File: src/design/rgbyuv_pkg.sv
package rgbyuv_pkg;

    // Configuration register indexes
    localparam logic [1:0] REG_IMAGE_WIDTH     = 2'd0;
    localparam logic [1:0] REG_IMAGE_HEIGHT    = 2'd1;
    localparam logic [1:0] REG_CHROMA_LAYOUT   = 2'd2;
    localparam logic [1:0] REG_ROUNDING_ENABLE = 2'd3;

    localparam int CFG_INDEX_W = 2;
    localparam int CFG_DATA_W  = 13;

    // Register reset values
    localparam logic [12:0] RESET_WIDTH    = 13'd720;
    localparam logic [12:0] RESET_HEIGHT   = 13'd1280;
    localparam logic        RESET_LAYOUT   = 1'b0;
    localparam logic        RESET_ROUNDING = 1'b1;

    // Chroma layout codes
    localparam logic LAYOUT_NV12 = 1'b0;
    localparam logic LAYOUT_I420 = 1'b1;

    localparam int LUMA_ADDR_W   = 24;
    localparam int CHROMA_ADDR_W = 25;
    localparam int CHROMA_CNT_W  = 22;

    // Queue between the front and the back part
    localparam int QDEPTH = 2;
    localparam int QPW    = 1;

    // BT.601 studio-range coefficients, Q8
    localparam int SUM_W = 18;
    localparam logic signed [SUM_W-1:0] Y_R = 18'sd66;
    localparam logic signed [SUM_W-1:0] Y_G = 18'sd129;
    localparam logic signed [SUM_W-1:0] Y_B = 18'sd25;
    localparam logic signed [SUM_W-1:0] U_R = -18'sd38;
    localparam logic signed [SUM_W-1:0] U_G = -18'sd74;
    localparam logic signed [SUM_W-1:0] U_B = 18'sd112;
    localparam logic signed [SUM_W-1:0] V_R = 18'sd112;
    localparam logic signed [SUM_W-1:0] V_G = -18'sd94;
    localparam logic signed [SUM_W-1:0] V_B = -18'sd18;
    localparam logic signed [SUM_W-1:0] ROUND_BIAS = 18'sd128;
    localparam logic [10:0] LUMA_OFFSET   = 11'd16;
    localparam logic [10:0] CHROMA_OFFSET = 11'd128;

    typedef struct packed {
        logic                   write;
        logic [CFG_INDEX_W-1:0] index;
        logic [CFG_DATA_W-1:0]  data;
    } cfg_t;

    typedef struct packed {
        logic [7:0] red;
        logic [7:0] green;
        logic [7:0] blue;
    } pix_t;

    typedef struct packed {
        logic [7:0]               luma_value;
        logic [LUMA_ADDR_W-1:0]   luma_address;
        logic                     chroma_valid;
        logic [7:0]               blue_diff_value;
        logic [7:0]               red_diff_value;
        logic [CHROMA_ADDR_W-1:0] blue_diff_address;
        logic [CHROMA_ADDR_W-1:0] red_diff_address;
        logic                     frame_end;
    } res_t;

    // One classified pixel waiting for the color math
    typedef struct packed {
        pix_t                     pix;
        logic                     round;
        logic                     chroma;
        logic [LUMA_ADDR_W-1:0]   luma_address;
        logic [CHROMA_ADDR_W-1:0] blue_diff_address;
        logic [CHROMA_ADDR_W-1:0] red_diff_address;
        logic                     frame_end;
    } work_t;

endpackage

File: src/design/rgbyuv_front.sv
module rgbyuv_front #(
    parameter int MAX_WIDTH  = 4096,
    parameter int MAX_HEIGHT = 4096
) (
    input  logic                clk,
    input  logic                rst_n,
    input  rgbyuv_pkg::cfg_t    cfg,
    input  logic                pixel_valid,
    input  rgbyuv_pkg::pix_t    pixel,
    input  logic                q_full,
    output logic                pixel_stall,
    output logic                push,
    output rgbyuv_pkg::work_t   item
);

    localparam int DIMW = $clog2(MAX_WIDTH + 1);
    localparam int DIMH = $clog2(MAX_HEIGHT + 1);
    localparam int CW   = $clog2(MAX_WIDTH);
    localparam int RW   = $clog2(MAX_HEIGHT);
    localparam int FW   = DIMW + DIMH;
    localparam int QW   = FW - 2;
    localparam int AW   = rgbyuv_pkg::CHROMA_ADDR_W;
    localparam int LW   = rgbyuv_pkg::LUMA_ADDR_W;
    localparam int KW   = rgbyuv_pkg::CHROMA_CNT_W;

    // Clamp to 2..maxv, then round down to even
    function automatic logic [13:0] fit_size(input logic [12:0] v, input logic [13:0] maxv);
        logic [13:0] t;
        t = {1'b0, v};
        if (t < 14'd2)
            t = 14'd2;
        if (t > maxv)
            t = maxv;
        return t & ~14'd1;
    endfunction

    localparam logic [DIMW-1:0] RST_W =
        DIMW'(fit_size(rgbyuv_pkg::RESET_WIDTH, 14'(MAX_WIDTH)));
    localparam logic [DIMH-1:0] RST_H =
        DIMH'(fit_size(rgbyuv_pkg::RESET_HEIGHT, 14'(MAX_HEIGHT)));
    localparam logic [FW-1:0] RST_F = FW'(RST_W) * FW'(RST_H);
    localparam logic [QW-1:0] RST_Q = QW'(RST_W >> 1) * QW'(RST_H >> 1);

    logic [DIMW-1:0] width_reg,   width_next;
    logic [DIMH-1:0] height_reg,  height_next;
    logic [FW-1:0]   frame_reg,   frame_next;
    logic [QW-1:0]   quarter_reg, quarter_next;
    logic            layout_reg,  layout_next;
    logic            round_reg,   round_next;
    logic [CW-1:0]   col_reg,     col_next;
    logic [RW-1:0]   row_reg,     row_next;
    logic [LW-1:0]   luma_ptr_reg, luma_ptr_next;
    logic [KW-1:0]   chroma_cnt_reg, chroma_cnt_next;

    logic            size_write;
    logic [DIMW-1:0] fit_w;
    logic [DIMH-1:0] fit_h;
    logic [DIMW-1:0] mul_w;
    logic [DIMH-1:0] mul_h;
    logic            col_last;
    logic            row_last;
    logic            last;
    logic            chroma;
    logic [AW-1:0]   frame_a;
    logic [AW-1:0]   k_a;

    assign pixel_stall = q_full;
    assign push        = pixel_valid && !q_full;

    assign fit_w = DIMW'(fit_size(cfg.data, 14'(MAX_WIDTH)));
    assign fit_h = DIMH'(fit_size(cfg.data, 14'(MAX_HEIGHT)));

    // Classify the current pixel
    assign col_last = (DIMW'(col_reg) + DIMW'(1)) >= width_reg;
    assign row_last = (DIMH'(row_reg) + DIMH'(1)) >= height_reg;
    assign last     = col_last && row_last;
    assign chroma   = !col_reg[0] && !row_reg[0];
    assign frame_a  = AW'(frame_reg);
    assign k_a      = AW'(chroma_cnt_reg);

    always_comb
    begin
        item.pix          = pixel;
        item.round        = round_reg;
        item.chroma       = chroma;
        item.luma_address = luma_ptr_reg;
        item.frame_end    = last;
        item.blue_diff_address = '0;
        item.red_diff_address  = '0;
        if (chroma)
        begin
            if (layout_reg == rgbyuv_pkg::LAYOUT_I420)
            begin
                item.blue_diff_address = frame_a + k_a;
                item.red_diff_address  = frame_a + AW'(quarter_reg) + k_a;
            end
            else
            begin
                item.blue_diff_address = frame_a + {k_a[AW-2:0], 1'b0};
                item.red_diff_address  = frame_a + {k_a[AW-2:0], 1'b1};
            end
        end
    end

    always_comb
    begin
        width_next      = width_reg;
        height_next     = height_reg;
        layout_next     = layout_reg;
        round_next      = round_reg;
        col_next        = col_reg;
        row_next        = row_reg;
        luma_ptr_next   = luma_ptr_reg;
        chroma_cnt_next = chroma_cnt_reg;
        size_write      = 1'b0;

        if (cfg.write)
        begin
            unique case (cfg.index)
                rgbyuv_pkg::REG_IMAGE_WIDTH:
                begin
                    width_next = fit_w;
                    size_write = 1'b1;
                end
                rgbyuv_pkg::REG_IMAGE_HEIGHT:
                begin
                    height_next = fit_h;
                    size_write  = 1'b1;
                end
                rgbyuv_pkg::REG_CHROMA_LAYOUT:   layout_next = cfg.data[0];
                rgbyuv_pkg::REG_ROUNDING_ENABLE: round_next  = cfg.data[0];
                default: ;
            endcase
        end

        if (size_write)
        begin
            col_next        = '0;
            row_next        = '0;
            luma_ptr_next   = '0;
            chroma_cnt_next = '0;
        end
        else if (push)
        begin
            if (chroma)
                chroma_cnt_next = chroma_cnt_reg + KW'(1);
            if (last)
            begin
                col_next        = '0;
                row_next        = '0;
                luma_ptr_next   = '0;
                chroma_cnt_next = '0;
            end
            else
            begin
                luma_ptr_next = luma_ptr_reg + LW'(1);
                if (col_last)
                begin
                    col_next = '0;
                    row_next = row_reg + RW'(1);
                end
                else
                begin
                    col_next = col_reg + CW'(1);
                end
            end
        end
    end

    // Frame size and quarter size follow the new dimensions
    assign mul_w        = width_next;
    assign mul_h        = height_next;
    assign frame_next   = FW'(mul_w) * FW'(mul_h);
    assign quarter_next = QW'(mul_w >> 1) * QW'(mul_h >> 1);

    always_ff @(posedge clk or negedge rst_n)
    begin
        if (!rst_n)
        begin
            width_reg      <= RST_W;
            height_reg     <= RST_H;
            frame_reg      <= RST_F;
            quarter_reg    <= RST_Q;
            layout_reg     <= rgbyuv_pkg::RESET_LAYOUT;
            round_reg      <= rgbyuv_pkg::RESET_ROUNDING;
            col_reg        <= '0;
            row_reg        <= '0;
            luma_ptr_reg   <= '0;
            chroma_cnt_reg <= '0;
        end
        else
        begin
            width_reg      <= width_next;
            height_reg     <= height_next;
            if (size_write)
            begin
                frame_reg   <= frame_next;
                quarter_reg <= quarter_next;
            end
            layout_reg     <= layout_next;
            round_reg      <= round_next;
            col_reg        <= col_next;
            row_reg        <= row_next;
            luma_ptr_reg   <= luma_ptr_next;
            chroma_cnt_reg <= chroma_cnt_next;
        end
    end

endmodule

File: src/design/rgbyuv_queue.sv
module rgbyuv_queue (
    input  logic                clk,
    input  logic                rst_n,
    input  logic                push,
    input  rgbyuv_pkg::work_t   item_in,
    input  logic                pop,
    output rgbyuv_pkg::work_t   item_out,
    output logic                full,
    output logic                not_empty
);

    localparam int PW = rgbyuv_pkg::QPW;

    rgbyuv_pkg::work_t mem_reg [rgbyuv_pkg::QDEPTH];
    logic [PW-1:0] wr_ptr_reg, wr_ptr_next;
    logic [PW-1:0] rd_ptr_reg, rd_ptr_next;
    logic [PW:0]   count_reg,  count_next;

    assign item_out  = mem_reg[rd_ptr_reg];
    assign full      = count_reg == (PW + 1)'(rgbyuv_pkg::QDEPTH);
    assign not_empty = count_reg != '0;

    always_comb
    begin
        wr_ptr_next = push ? wr_ptr_reg + PW'(1) : wr_ptr_reg;
        rd_ptr_next = pop  ? rd_ptr_reg + PW'(1) : rd_ptr_reg;
        count_next  = count_reg + (PW + 1)'(push) - (PW + 1)'(pop);
    end

    always_ff @(posedge clk)
    begin
        if (push)
            mem_reg[wr_ptr_reg] <= item_in;
    end

    always_ff @(posedge clk or negedge rst_n)
    begin
        if (!rst_n)
        begin
            wr_ptr_reg <= '0;
            rd_ptr_reg <= '0;
            count_reg  <= '0;
        end
        else
        begin
            wr_ptr_reg <= wr_ptr_next;
            rd_ptr_reg <= rd_ptr_next;
            count_reg  <= count_next;
        end
    end

endmodule

File: src/design/rgbyuv_back.sv
module rgbyuv_back (
    input  logic                clk,
    input  logic                rst_n,
    input  rgbyuv_pkg::work_t   head,
    input  logic                q_valid,
    output logic                pop,
    output logic                result_valid,
    input  logic                result_stall,
    output rgbyuv_pkg::res_t    result
);

    localparam int SW = rgbyuv_pkg::SUM_W;

    // Optional rounding, floor shift, add offset, clamp to a byte
    function automatic logic [7:0] to_byte(input logic signed [SW-1:0] sum,
                                           input logic round,
                                           input logic [10:0] offset);
        logic signed [SW-1:0] bias;
        logic signed [SW-1:0] t;
        logic [10:0]          v;
        bias = round ? rgbyuv_pkg::ROUND_BIAS : '0;
        t = (sum + bias) >>> 8;
        v = t[10:0] + offset;
        if (v[10])
            return 8'd0;
        else if (v[9:8] != 2'b00)
            return 8'd255;
        else
            return v[7:0];
    endfunction

    logic                  take;
    logic                  valid_reg, valid_next;
    rgbyuv_pkg::res_t      out_reg,   out_next;
    logic signed [SW-1:0]  r_s, g_s, b_s;
    logic signed [SW-1:0]  y_sum, u_sum, v_sum;

    assign take         = !valid_reg || !result_stall;
    assign pop          = q_valid && take;
    assign result_valid = valid_reg;
    assign result       = out_reg;

    assign r_s = signed'({{(SW - 8){1'b0}}, head.pix.red});
    assign g_s = signed'({{(SW - 8){1'b0}}, head.pix.green});
    assign b_s = signed'({{(SW - 8){1'b0}}, head.pix.blue});

    assign y_sum = rgbyuv_pkg::Y_R * r_s + rgbyuv_pkg::Y_G * g_s + rgbyuv_pkg::Y_B * b_s;
    assign u_sum = rgbyuv_pkg::U_R * r_s + rgbyuv_pkg::U_G * g_s + rgbyuv_pkg::U_B * b_s;
    assign v_sum = rgbyuv_pkg::V_R * r_s + rgbyuv_pkg::V_G * g_s + rgbyuv_pkg::V_B * b_s;

    always_comb
    begin
        valid_next = valid_reg;
        out_next   = out_reg;
        if (take)
            valid_next = q_valid;
        if (pop)
        begin
            out_next.luma_value        = to_byte(y_sum, head.round, rgbyuv_pkg::LUMA_OFFSET);
            out_next.luma_address      = head.luma_address;
            out_next.chroma_valid      = head.chroma;
            out_next.blue_diff_value   = '0;
            out_next.red_diff_value    = '0;
            out_next.blue_diff_address = head.blue_diff_address;
            out_next.red_diff_address  = head.red_diff_address;
            out_next.frame_end         = head.frame_end;
            if (head.chroma)
            begin
                out_next.blue_diff_value =
                    to_byte(u_sum, head.round, rgbyuv_pkg::CHROMA_OFFSET);
                out_next.red_diff_value  =
                    to_byte(v_sum, head.round, rgbyuv_pkg::CHROMA_OFFSET);
            end
        end
    end

    always_ff @(posedge clk)
    begin
        out_reg <= out_next;
    end

    always_ff @(posedge clk or negedge rst_n)
    begin
        if (!rst_n)
            valid_reg <= 1'b0;
        else
            valid_reg <= valid_next;
    end

endmodule

File: src/design/rgb_to_yuv420_converter.sv
// Channel   Direction  Handshake                     Payload
// pixel     in         pixel_valid / pixel_stall     red, green, blue
// result    out        result_valid / result_stall   Y, U, V bytes and addresses, flags
// cfg       in         cfg_write                     cfg_index, cfg_data
//
// Sustains one pixel per clock while result_stall is low. An accepted pixel passes
// through the two-entry queue into the single color-math register stage, the result
// register, and is shown there until taken.
// rst_n clears counters, queue and result valid, and loads the register defaults.
// pixel_stall rises only when both queue entries are held by a stalled result.
module rgb_to_yuv420_converter #(
    parameter int MAX_WIDTH  = 4096,
    parameter int MAX_HEIGHT = 4096
) (
    input  logic                                     clk,
    input  logic                                     rst_n,
    input  logic                                     cfg_write,
    input  logic [rgbyuv_pkg::CFG_INDEX_W-1:0]       cfg_index,
    input  logic [rgbyuv_pkg::CFG_DATA_W-1:0]        cfg_data,
    input  logic                                     pixel_valid,
    output logic                                     pixel_stall,
    input  rgbyuv_pkg::pix_t                         pixel,
    output logic                                     result_valid,
    input  logic                                     result_stall,
    output rgbyuv_pkg::res_t                         result
);

    rgbyuv_pkg::cfg_t  cfg;
    rgbyuv_pkg::work_t q_in;
    rgbyuv_pkg::work_t q_head;
    logic              push;
    logic              pop;
    logic              q_full;
    logic              q_valid;

    assign cfg.write = cfg_write;
    assign cfg.index = cfg_index;
    assign cfg.data  = cfg_data;

    // Front: hold frame geometry and counters, classify and address each pixel
    rgbyuv_front #(
        .MAX_WIDTH  (MAX_WIDTH),
        .MAX_HEIGHT (MAX_HEIGHT)
    ) u_front (
        .clk         (clk),
        .rst_n       (rst_n),
        .cfg         (cfg),
        .pixel_valid (pixel_valid),
        .pixel       (pixel),
        .q_full      (q_full),
        .pixel_stall (pixel_stall),
        .push        (push),
        .item        (q_in)
    );

    // Queue: decouple classification from the color math and output stall
    rgbyuv_queue u_queue (
        .clk       (clk),
        .rst_n     (rst_n),
        .push      (push),
        .item_in   (q_in),
        .pop       (pop),
        .item_out  (q_head),
        .full      (q_full),
        .not_empty (q_valid)
    );

    // Back: convert to Y/U/V, clamp, and hold the result until taken
    rgbyuv_back u_back (
        .clk          (clk),
        .rst_n        (rst_n),
        .head         (q_head),
        .q_valid      (q_valid),
        .pop          (pop),
        .result_valid (result_valid),
        .result_stall (result_stall),
        .result       (result)
    );

endmodule

File: config.mk
export PLATFORM = sky130hd
export DESIGN_NAME = rgb_to_yuv420_converter
export DESIGN_NICKNAME = d
export VERILOG_FILES = /design/src/design/rgbyuv_pkg.sv /design/src/design/rgbyuv_front.sv /design/src/design/rgbyuv_queue.sv /design/src/design/rgbyuv_back.sv /design/src/design/rgb_to_yuv420_converter.sv
export SDC_FILE = /design/constraint.sdc
export NUM_CORES = 2
export LEC_CHECK = 0
export BUFFER_PORTS_ARGS = -buffer_cell sky130_fd_sc_hd__buf_2
export CAP_MARGIN = 20
export CORE_ASPECT_RATIO = 1.75
export CORE_MARGIN = 1
export CORE_UTILIZATION = 58
export DETAILED_ROUTE_END_ITERATION = 12
export PLACE_DENSITY_LB_ADDON = 0.08
export SYNTH_ARGS = -nofsm -noshare
export SYNTH_HDL_FRONTEND = slang
export SYNTH_HIERARCHICAL = 1
export SYNTH_SLANG_ARGS = --single-unit
File: constraint.sdc
create_clock -name clk -period 8.83 [get_ports clk]
set_input_delay 0.883 -clock clk [delete_from_list [all_inputs] [get_ports clk]]
set_output_delay 0.883 -clock clk [all_outputs]
set_load 0.02 [all_outputs]
### After elaboration in Yosys (flattened, before gate mapping)

Memory sizes are Yosys's and may differ from the RTL's.
Cells that the tools add are included.

| storage, ports and cells | value |
|---|---|
| register bits after elaboration | 252 |
| bits in latches | 0 |
| bits in writable memories | 202 |
| bits in read-only memories | 0 |
| input port bits | 44 |
| memories | 1 |

Memory list:

| name | depth | bits a word | read ports | clocked after Yosys merged registers in | write ports | line | text |
|---|---|---|---|---|---|---|---|
| u_queue.mem_reg | 2 | 101 | 1 | 0 | 1 | rgbyuv_queue.sv:14 | `rgbyuv_pkg::work_t mem_reg [rgbyuv_pkg::QDEPTH];` |

| cells by class | value |
|---|---|
| $add $sub $neg | 27 |
| multiply operators | 11 |
| div/mod/pow operators | 0 |
| magnitude comparators | 4 |
| eq/ne operators | 4 |
| shift-type cells | 0 |
| mux-type cells | 31 |
| bitwise operators | 1 |
| reduce and logical (&&, ||, !) cells | 25 |

Operator list:

| operator | count |
|---|---|
| 18-bit adder | 6 |
| 50-bit 2-to-1 mux | 2 |
| 12-bit 2-to-1 mux | 8 |
| 22-bit 2-to-1 mux | 4 |
| 13-bit 2-to-1 mux | 6 |
| 24-bit 2-to-1 mux | 3 |
| 18-bit by 9-bit adder with 18-bit output | 3 |
| 25-bit by 22-bit adder with 25-bit output | 2 |
| 25-bit by 23-bit adder with 25-bit output | 2 |
| 7-bit by 9-bit multiplier with 16-bit output (first input constant) | 2 |
| 8-bit 2-to-1 mux | 4 |
| 12-bit by 1-bit adder with 13-bit output (second input constant) | 2 |
| 13-bit greater-or-equal comparator | 2 |
| 25-bit by 24-bit adder with 25-bit output | 1 |
| 13-bit by 13-bit multiplier with 25-bit output | 1 |
| 12-bit by 1-bit adder with 12-bit output (second input constant) | 2 |
| 24-bit by 1-bit adder with 24-bit output (second input constant) | 1 |
| 12-bit by 12-bit multiplier with 24-bit output | 1 |
| 10-bit by 9-bit adder with 11-bit output (second input constant) | 2 |
| 22-bit by 1-bit adder with 22-bit output (second input constant) | 1 |
| 3-bit by 8-bit multiplier with 11-bit output (first input constant) | 2 |
| 8-bit by 8-bit multiplier with 16-bit output (first input constant) | 1 |
| 6-bit by 9-bit multiplier with 15-bit output (first input constant) | 1 |
| 5-bit by 9-bit multiplier with 14-bit output (first input constant) | 1 |
| other kinds (20) | 43 |

### Longest topological paths before layout

An unclocked memory read counts as a cell.

| depth | value |
|---|---|
| depth after elaboration | 8 |
| depth in mapped cells | 32 |

### Hierarchy

Netlist, hierarchy kept.

By module, submodules not included:

| module | instances | cells each | area each (um^2) |
|---|---|---|---|
| rgbyuv_front | 1 | 2363 | 19638.8 |
| rgbyuv_back | 1 | 1151 | 12533.3 |
| rgbyuv_queue | 1 | 329 | 7810.0 |

### Least setup slack after synthesis

No wires, ideal clock.

| timing path | value |
|---|---|
| path kind | input to register |
| from | input result_stall |
| to | register u_queue.count_reg[1] |
| setup time | 0.136 ns |
| arrival time | 9.784 ns |
| slack | -1.090 ns |
| cell stages on the path | 5 |
| cells stage by stage | a21boi_0 ha_1 inv_1 ha_1 xor3_1 |

| on the way | value |
|---|---|
| cells in the longest elaborated chain, start to end | 4 |

Ends and longest elaborated chain:

| what | line | text |
|---|---|---|
| start: declaration | rgb_to_yuv420_converter.sv:24 | `input logic result_stall,` |
| 1-bit logical NOT | rgbyuv_back.sv:38 | `assign take = !valid_reg \|\| !result_stall;` |
| 1-bit logical OR | rgbyuv_back.sv:38 |  |
| 1-bit logical AND | rgbyuv_back.sv:39 | `assign pop = q_valid && take;` |
| 2-bit by 1-bit subtractor with 2-bit output | rgbyuv_queue.sv:27 | `count_next = count_reg + (PW + 1)'(push) - (PW + 1)'(pop);` |
| named net u_queue.count_next[1] | rgbyuv_queue.sv:17 | `logic [PW:0] count_reg, count_next;` |
| end signal: assignment | rgbyuv_queue.sv:48 | `count_reg <= count_next;` |
| end: declaration | rgbyuv_queue.sv:17 |  |

The timed path passes the listed nets, and every way through them passes these cells.
A chain may end at the register's enable or synchronous reset.

==> impl_metrics.py <==
metrics = {
    "layout": {
        "fillers": 5722,
        "drive_gt1_share_pct": 10.70,
        "finalNetCount": 4792,
        "syn_to_final_growth_pct": 7.805,
        "multi_input_area_um2": 24580,
        "register_area_um2": 12900,
        "fin_area_um2": 43100,
        "diodes": 0,
        "largest_reg_flops": 202,
    },
    "drt": {
        "drc_errors": 0,
        "routed_via_density": 5.853,
        "wl_per_cell_um": 22.50,
        "first_pass_iters": 5,
        "first_iter_violations": 1309,
        "wl_mm": 110.1,
        "ant_nets": 0,
        "vias": 28640,
    },
    "clock_tree": {
        "cts_repair_resize_count": 0,
        "cts_tree": "done",
        "clock_sinks": 454,
        "cts_buffers": 44,
        "max-clock-path-buffers": 3,
        "clock_latency_ns": 0.61,
        "ctsHoldBuffers": 0,
        "cts.htree.levels": 2,
        "post_cts.repair.setup_buffers": 0,
        "root_buffer": "clkbuf_16",
        "cts.clk_slew.worst_paths_ns": 0.07,
    },
    "sta": {
        "period_minus_slack_ns": 8.256,
        "max_freq_ghz": 0.1211,
        "setup_tns_ns": 0,
        "rsz0062_at_grt": "false",
        "setup_violations": 0,
        "timing.final.hold_violations": 0,
        "fin_crit_sh_pct": 93.50,
        "tightest_slew_ns": 1.228,
        "fin_skew_ns": 0.03128,
        "slew_viol_final": 0,
        "slew-limit-headroom_pct": 17.82,
    },
    "logic_synthesis": {
        "synth.net_count": 4680,
        "synth_edf_count": 302,
        "ys_types": 102,
        "syn_avg_cell_area_um2": 10.40,
        "synth_top_area_share_pct": 22.68,
        "syn_inst": 3843,
        "yosys-top-cells-count": "ha_1 (522), inv_1 (489), edfxtp_1 (302)",
        "synth.largest_area_cell": "edfxtp_1",
        "ys_seq_elements": 454,
        "yosysMostFrequentCell": "ha_1",
        "yosys-top-cells-area": "edfxtp_1 (23%), ha_1 (16%), fa_1 (14%)",
        "ys_warn_count": 6,
        "synth_ff_type": "edfxtp_1",
        "synthArstFlopShare_pct": 33.48,
        "synth_area_um2": 39980,
        "synth_seq_area_share_pct": 32.24,
    },
    "global_routing": {
        "grt_pass1_wl_mm": 167.3,
        "grt_max_degree": 91,
        "antenna_found_initial": 3,
        "track_usage_pct": 31.79,
        "grt_pass1_vias": 29980,
        "overflow": 0,
    },
    "critical_path": {
        "end_kind": "flip-flop",
        "r2r-start": "u_queue/rd_ptr_reg$_DFFE_PN0P_",
        "crit_type": "flip-flop to flip-flop",
        "cp_data_required_time_ns": 9.19,
        "critPathArrivalTime_ns": 8.61,
        "worstPathMaxFanout": 20,
        "cp-start-kind": "flip-flop",
        "cp_slowest_cell": "dfrtp_4",
        "crit_top_cell": "ha_1",
        "crit_path_end": "u_back/result[56]$_SDFFCE_PP0P_",
        "r2r-end": "u_back/result[56]$_SDFFCE_PP0P_",
        "reg2reg_slack_ns": 0.57,
        "critPathMaxStageDelay_ns": 0.65,
        "r2r_cells": 29,
        "setup.worst_path.start": "u_queue/rd_ptr_reg$_DFFE_PN0P_",
    },
    "floorplanning": {
        "top_level_ports": 146,
        "die_x_um": 200.5,
        "die-area_um2": 70030,
        "die_y_um": 349.3,
        "initial_core_util_pct": 58.51,
        "placeableCoreArea_um2": 68330,
        "rows": 127,
    },
    "place": {
        "dpl-instance-area_um2": 41500,
        "post-dp-hpwl_mm": 90.67,
        "port-buffer-count": 145,
        "gp_congestion": 1.070,
    },
    "run": {
        "maxCapViolCount": 0,
    },
    "min_path": {
        "min_path_type": "input port to async pin",
    },
    "status": {
        "outcome": "complete, no violations",
    },
}
[worst max-delay path, delay by kind of cell (launching register included)]
kind            cells  cell delay [ns]
buf+inv             4             0.44
simple gates        5             1.21
flops               1             0.65
fa+ha+maj           8             2.88
xor+xnor            1             0.14
compound gates      9             2.04
mux                 2             0.62
[how the worst min path moves through the flow]
stage	slack (ns)	end	from
after global routing	0.40	u_front/luma_ptr_reg[19]$_DFFE_PN0P_	rst_n
after CTS	0.38	u_queue/count_reg[1]$_DFF_PN0_	rst_n
after global placement	0.47	u_queue/mem_reg[1][74]$_DFFE_PP_	u_front/luma_ptr_reg[23]$_DFFE_PN0P_
final	0.34	u_front/luma_ptr_reg[19]$_DFFE_PN0P_	rst_n
after detailed placement	0.48	u_queue/mem_reg[0][74]$_DFFE_PP_	u_front/luma_ptr_reg[23]$_DFFE_PN0P_
after floorplan	0.46	u_queue/wr_ptr_reg$_DFFE_PN0P_	u_queue/wr_ptr_reg$_DFFE_PN0P_
[per-stage QoR]
| step | hold slack [ns] | setup WS, ns | cells | util, % |
|---|---|---|---|---|
| 2_1_floorplan | 0.4555 | 1.597 | 3843 | - |
| 3_3_place_gp | 0.4724 | 0.8280 | 4811 | 60.73 |
| 3_5_place_dp | 0.4808 | 0.7179 | 4811 | 60.73 |
| 4_1_cts | 0.3849 | 0.6888 | 4893 | 63.06 |
| 5_1_grt | 0.3998 | 0.2193 | 4894 | 63.08 |
| 6_report | 0.3428 | 0.5741 | 4894 | 63.08 |
[layout make-up]
cell class                      instances  area share [%]
Multi-Input combinational cell       2771           57.03
Clock buffer                           51           2.688
Tap cell                              903           2.621
Timing Repair Buffer                  183           2.377
Inverter                              501           4.363
Sequential cell                       454           29.92
Clock inverter                         31           1.004
[layer usage]
layer / wire (um) / up-vias / global-route usage, %
li1: - / 13480 / -
met1: 35870 / 13930 / 29.32
met2: 60290 / 814 / 62.03
met3: 3725 / 419 / 3.525
met4: 10210 / 6 / 25.95
met5: 40 / - / 0
[cells in the final DEF, fill, tap and decap left out, types with 20 or more instances in the layout]
cell type,n
fa_1,271
o21a_1,58
o21ai_1,38
and3_1,41
xor2_1,80
nor2_1,293
buf_2,144
a21oi_1,193
buf_4,37
edfxtp_1,302
dfrtp_1,135
o21ai_0,106
mux2_2,25
a21o_1,74
nand3_1,78
nand2b_1,22
clkbuf_16,45
nor3_1,46
o21bai_1,42
nand2_1,301
mux2_4,80
nor2b_1,20
inv_1,489
ha_1,522
nand4_1,27
xnor2_1,145
a211oi_1,23
[logic make-up after synthesis]
family,synth area share (%)
flip-flops,32.24
buffers and inverters,6.362
XOR/XNOR,5.045
adder cells (fa/ha/maj),29.93
AO/OA/AOI/OAI,11.89
AND/OR/NAND/NOR,10.39
multiplexers,4.143
Power is left out: the tool's default activity adds up to more than one toggle a clock period on the data nets, which glitch-free logic cannot reach.
